`config.mk`:
```
export PLATFORM = sky130hd
export DESIGN_NAME = rayaabb_prep
export DESIGN_NICKNAME = d
export VERILOG_FILES = /design/src/rayaabb_pkg.sv /design/src/rayaabb_prep.sv
export SDC_FILE = /design/constraint.sdc
export NUM_CORES = 1
export LEC_CHECK = 0
export BUFFER_PORTS_ARGS = -buffer_cell sky130_fd_sc_hd__buf_2
export CAP_MARGIN = 20
export CORE_AREA = 2 2 534 536
export DETAILED_ROUTE_END_ITERATION = 8
export DIE_AREA = 0 0 536 538
export GPL_ROUTABILITY_DRIVEN = 0
export PLACE_DENSITY = 0.41
export SYNTH_ARGS = -nofsm -noshare
export SYNTH_HDL_FRONTEND = slang
export SYNTH_SLANG_ARGS = --single-unit
```
`constraint.sdc`:
```
create_clock -name clk -period 13.2 [get_ports clk]
set_input_delay 2.64 -clock clk [delete_from_list [all_inputs] [get_ports clk]]
set_output_delay 2.64 -clock clk [all_outputs]
set_load 0.02 [all_outputs]
```
`src/rayaabb_pkg.sv`:
```
package rayaabb_pkg;

    localparam int CoordW = 32;
    localparam int FracW  = 16;
    localparam int MagW   = CoordW + 1;      // |bound - org|
    localparam int NumW   = MagW + FracW;    // dividend, also quotient bits
    localparam int Axes   = 3;
    localparam int Lanes  = 2 * Axes;

    localparam logic [NumW:0] PosLim = (NumW+1)'((64'd1 << (CoordW-1)) - 64'd1);
    localparam logic [NumW:0] NegLim = (NumW+1)'(64'd1 << (CoordW-1));
    localparam logic [CoordW-1:0] TMax = {1'b0, {(CoordW-1){1'b1}}};
    localparam logic [CoordW-1:0] TMin = {1'b1, {(CoordW-1){1'b0}}};

    typedef struct packed {
        logic signed [CoordW-1:0] ray_org_x;
        logic signed [CoordW-1:0] ray_org_y;
        logic signed [CoordW-1:0] ray_org_z;
        logic signed [CoordW-1:0] ray_dir_x;
        logic signed [CoordW-1:0] ray_dir_y;
        logic signed [CoordW-1:0] ray_dir_z;
        logic signed [CoordW-1:0] box_ctr_x;
        logic signed [CoordW-1:0] box_ctr_y;
        logic signed [CoordW-1:0] box_ctr_z;
        logic [CoordW-2:0]        box_half_x;
        logic [CoordW-2:0]        box_half_y;
        logic [CoordW-2:0]        box_half_z;
    } ray_t;

    typedef struct packed {
        logic                     hit;
        logic signed [CoordW-1:0] t_near;
        logic signed [CoordW-1:0] t_far;
    } res_t;

    typedef struct packed {
        logic             miss;
        logic [Axes-1:0]  skip;
        logic [Lanes-1:0] neg;
    } side_t;

    typedef struct packed {
        logic [CoordW-1:0] rem;
        logic [NumW-1:0]   num;
        logic [NumW-1:0]   quo;
        logic [CoordW-1:0] den;
    } lane_t;

    typedef struct packed {
        side_t             side;
        lane_t [Lanes-1:0] lane;
    } div_t;

    typedef struct packed {
        side_t                         side;
        logic [Lanes-1:0][CoordW-1:0]  t;
    } rnd_t;

endpackage

```
`src/rayaabb_prep.sv`:
```
module rayaabb_prep import rayaabb_pkg::*;
(
    input  logic clk,
    input  logic rst_n,
    input  logic up_valid,
    output logic up_ready,
    input  ray_t up_data,
    output logic dn_valid,
    input  logic dn_ready,
    output div_t dn_data
);

    logic valid_reg;
    div_t data_reg;
    div_t data_next;

    logic [Axes-1:0][CoordW-1:0] org, dir, ctr;
    logic [Axes-1:0][CoordW-2:0] half;

    assign org  = {up_data.ray_org_z, up_data.ray_org_y, up_data.ray_org_x};
    assign dir  = {up_data.ray_dir_z, up_data.ray_dir_y, up_data.ray_dir_x};
    assign ctr  = {up_data.box_ctr_z, up_data.box_ctr_y, up_data.box_ctr_x};
    assign half = {up_data.box_half_z, up_data.box_half_y, up_data.box_half_x};

    always_comb
    begin
        logic signed [CoordW+1:0] o, lo, hi, d1, d2;
        logic [CoordW+1:0]        m1, m2;
        logic [CoordW-1:0]        dm;
        logic                     dz;
        data_next = '0;
        for (int a = 0; a < Axes; a++)
        begin
            o  = $signed({{2{org[a][CoordW-1]}}, org[a]});
            lo = $signed({{2{ctr[a][CoordW-1]}}, ctr[a]}) - $signed({3'b000, half[a]});
            hi = $signed({{2{ctr[a][CoordW-1]}}, ctr[a]}) + $signed({3'b000, half[a]});
            d1 = lo - o;
            d2 = hi - o;
            m1 = d1[CoordW+1] ? -d1 : d1;
            m2 = d2[CoordW+1] ? -d2 : d2;
            dm = dir[a][CoordW-1] ? -dir[a] : dir[a];
            dz = (dir[a] == '0);
            data_next.side.skip[a] = dz;
            if (dz && (o < lo || o > hi))
            begin
                data_next.side.miss = 1'b1;
            end
            data_next.side.neg[2*a]   = d1[CoordW+1] ^ dir[a][CoordW-1];
            data_next.side.neg[2*a+1] = d2[CoordW+1] ^ dir[a][CoordW-1];
            data_next.lane[2*a].num   = {m1[MagW-1:0], {FracW{1'b0}}};
            data_next.lane[2*a+1].num = {m2[MagW-1:0], {FracW{1'b0}}};
            data_next.lane[2*a].den   = dm;
            data_next.lane[2*a+1].den = dm;
        end
    end

    assign up_ready = !valid_reg || dn_ready;
    assign dn_valid = valid_reg;
    assign dn_data  = data_reg;

    always_ff @(posedge clk or negedge rst_n)
    begin
        if (!rst_n)
        begin
            valid_reg <= 1'b0;
        end
        else if (up_ready)
        begin
            valid_reg <= up_valid;
        end
    end

    always_ff @(posedge clk)
    begin
        if (up_ready && up_valid)
        begin
            data_reg <= data_next;
        end
    end

endmodule

```
==> impl_metrics.tcl <==
set metrics [dict create \
    status "finished, final reports clean" \
    cts_buffers 40 \
    die_area_um2 288000 \
    die-width_um 536 \
    clkSinkCount 305 \
    cts_tree "done" \
    timing.slew.headroom_pct 28.2 \
    io_pins 1369 \
    start_kind "input pin" \
    final_common_cell "buf_2" \
    p_leak_nw 20.9 \
    cts.path.max_buffers 3 \
    ys_ff_latch 305 \
    drive_above_1_share_pct 17.0 \
    hold_buffers 0 \
    syn-instance-count 5100 \
    overflow 0 \
    via_per_inst 3.99 \
    yosysTopAreaCell "edfxtp_1" \
    core_area_um2 283000 \
    grt_use_total_pct 12.1 \
    wl_per_cell_um 19.5 \
    crit_path_end_kind "register" \
    drv_cap 0 \
    yosys.area.top_type_share_pct 21.8 \
    dr.pass1.iters 6 \
    die_y_um 538 \
    drtAntennaViolNets 0 \
    antenna_found_initial 74 \
    avgSynthCellArea_um2 8.23 \
    fin_crit_ps 9040 \
    routed_wirelength_um 186000 \
    drv_slew 0 \
    hold_path_class "register to register" \
    synthArstFlopShare_pct 0.328 \
    setup-tns-final_ps 0 \
    yosys_warnings 0 \
    required_ps 13560 \
    vdd_drop_max_v 0.0000739 \
    cts-htree-levels 2 \
    worst_slack_ps 4160 \
    yosysUniqueCellTypes 121 \
    drc 0 \
    clk_latency_ps 630 \
    critPathKind "input pin to register" \
    num_rows 196 \
    nets 6477 \
    vias 38135 \
    yosysSeqAreaShare_pct 21.8 \
    final_hold_viol_count 0 \
    clock-skew-final_ps 32.1 \
    drtIter0Drc 2286 \
    max_clock_freq_mhz 111 \
    cp_max_fo 7 \
    syn2layout_area_growth_pct 16.2 \
    post-cts-setup-buffers 0 \
    io_buffers 786 \
    setup_violations 0 \
    ys_top_cells_by_area "edfxtp_1 (22%), buf_4 (12%), ha_1 (12%), xnor2_1 (8.8%), a21oi_1 (4.3%)" \
    synth_ff_type "edfxtp_1" \
    cp_data_arrival_time_ps 9400 \
    final_cell_mix "buf_2 (786), conb_1 (582), xnor2_1 (423)" \
    final.period_utilization_pct 68.5 \
    power_density_nw_per_um2 143 \
    cts_resized 0 \
    start_util_pct 14.8 \
    first_global_vias 35424 \
    pre_cts_ws_ps 3590 \
    netlist_area_um2 42000 \
    dp_hpwl_um 161000 \
    path_clk_slew_ps 70 \
    grt_pass1_wl_um 255000 \
    grt_max_degree 134 \
    rsz0062_at_grt "no" \
    cts_root_buffer "clkbuf_16" \
    synth_edf_count 304 \
    worstMarginPinSlew_ps 1080 \
]
[where the power goes]
part           internal, mW  switching [mW]  total (mW)
Combinational          1.45            2.71        4.16
Sequential             1.44           0.186        1.63
Clock                 0.664           0.522        1.19
Total                  3.56            3.42        6.98
[cells by family (layout without fill, tap and decap cells)]
logic type / Yosys count / in the layout / share of synthesized area, %
adder cells (fa/ha/maj): 406 / 406 / 12.3
AND/OR/NAND/NOR: 1298 / 1298 / 16.0
XOR/XNOR: 575 / 575 / 12.0
AO/OA/AOI/OAI: 1293 / 1293 / 20.7
other: 1 / 659 / 0.00894
buffers and inverters: 1213 / 1249 / 17.0
multiplexers: 9 / 9 / 0.218
flip-flops: 305 / 305 / 21.8
[worst paths after layout]
kind,depth (start not counted),startpoint,slack (ps),end
setup reg to reg,3,dn_valid,10460,dn_data[169]
min in group asynchronous,1,rst_n,1800,dn_valid
hold reg to reg,2,dn_valid,770,dn_valid
max in group asynchronous,1,rst_n,11320,dn_valid
setup / recovery,27,up_data[62],4160,dn_data[291]
hold / removal,2,dn_valid,770,dn_valid
[synth_stat cells, types with 10 or more instances]
cell type / n
o21ai_1: 10
nand4_1: 46
nor3b_1: 11
and3_1: 55
nor2b_1: 67
a211oi_1: 37
o21ai_0: 233
nand3_1: 106
ha_1: 394
nand2b_1: 74
a311o_1: 10
a31oi_1: 57
o21bai_1: 72
nand3b_1: 10
a311oi_1: 12
nor2_1: 365
edfxtp_1: 304
a21o_1: 130
a21oi_1: 364
o21a_1: 42
o211ai_1: 37
a31o_2: 11
nor3_1: 95
nor4b_1: 12
xnor2_1: 423
inv_1: 377
buf_2: 15
nor4_1: 33
nand2_1: 227
a21boi_0: 13
and2_1: 39
or2_2: 27
xor2_1: 152
a211o_1: 14
fa_1: 12
o41ai_1: 25
or4_1: 32
or3_1: 37
buf_4: 679
o31a_1: 13
a2111oi_0: 13
clkbuf_1: 138
o2111ai_1: 20
a221oi_1: 10
o31ai_1: 56
[state kept, by name, indices dropped and copies added, names as in the netlist]
register  cells
dn_data     304
dn_valid      1
[per-stage QoR]
step | hold WS [ps] | utilization, % | std cells | instance area (um^2) | total power [mW]
2_1_floorplan | 783 | - | 5681 | 44100 | 4.63
3_3_place_gp | 741 | 16.7 | 9406 | 47200 | 5.78
3_5_place_dp | 765 | 16.7 | 9406 | 47200 | 5.80
4_1_cts | 786 | 17.2 | 9479 | 48600 | 7.03
5_1_grt | 824 | 17.2 | 9548 | 48800 | 7.45
6_report | 770 | 17.2 | 9556 | 48800 | 6.98
[metal layers]
metal	wire, um	vias to the layer above	share of wire [%]	global-route usage, %
met5	26	-	0.014	0
met2	93600	1639	50	21.9
li1	-	18084	-	-
met1	71300	18119	38	13.4
met3	9230	289	4.9	1.38
met4	12300	4	6.6	8.07
[worst max-delay path, stage by stage]
cell,delay (ps)
buf_2,90
ha_1,160
inv_1,60
fa_1,400
o21bai_1,160
a21oi_1,120
o21ai_0,180
a21oi_1,150
o41ai_1,460
a41oi_1,230
nor4b_1,220
o31ai_1,580
a21boi_0,270
xnor2_1,200
ha_1,400
and2_0,330
o2111ai_1,220
a2111oi_1,380
nor2_1,90
o311ai_1,200
nor2b_4,310
o41ai_4,110
xnor2_1,180
or4_4,560
or4_1,480
o211ai_1,120
xor2_1,100
[cell type report]
cell class              count  area (um^2)
clock buffers              44         1060
flip-flops and latches    305         9150
multi-input cells        4163        27900
clock inverters            29          292
fillers                 32146       234000
well taps                3762         4710
diodes                     77          193
inverters                 378         1420
repair buffers            798         4050
No activity file was read; power rests on OpenSTA's default activity.
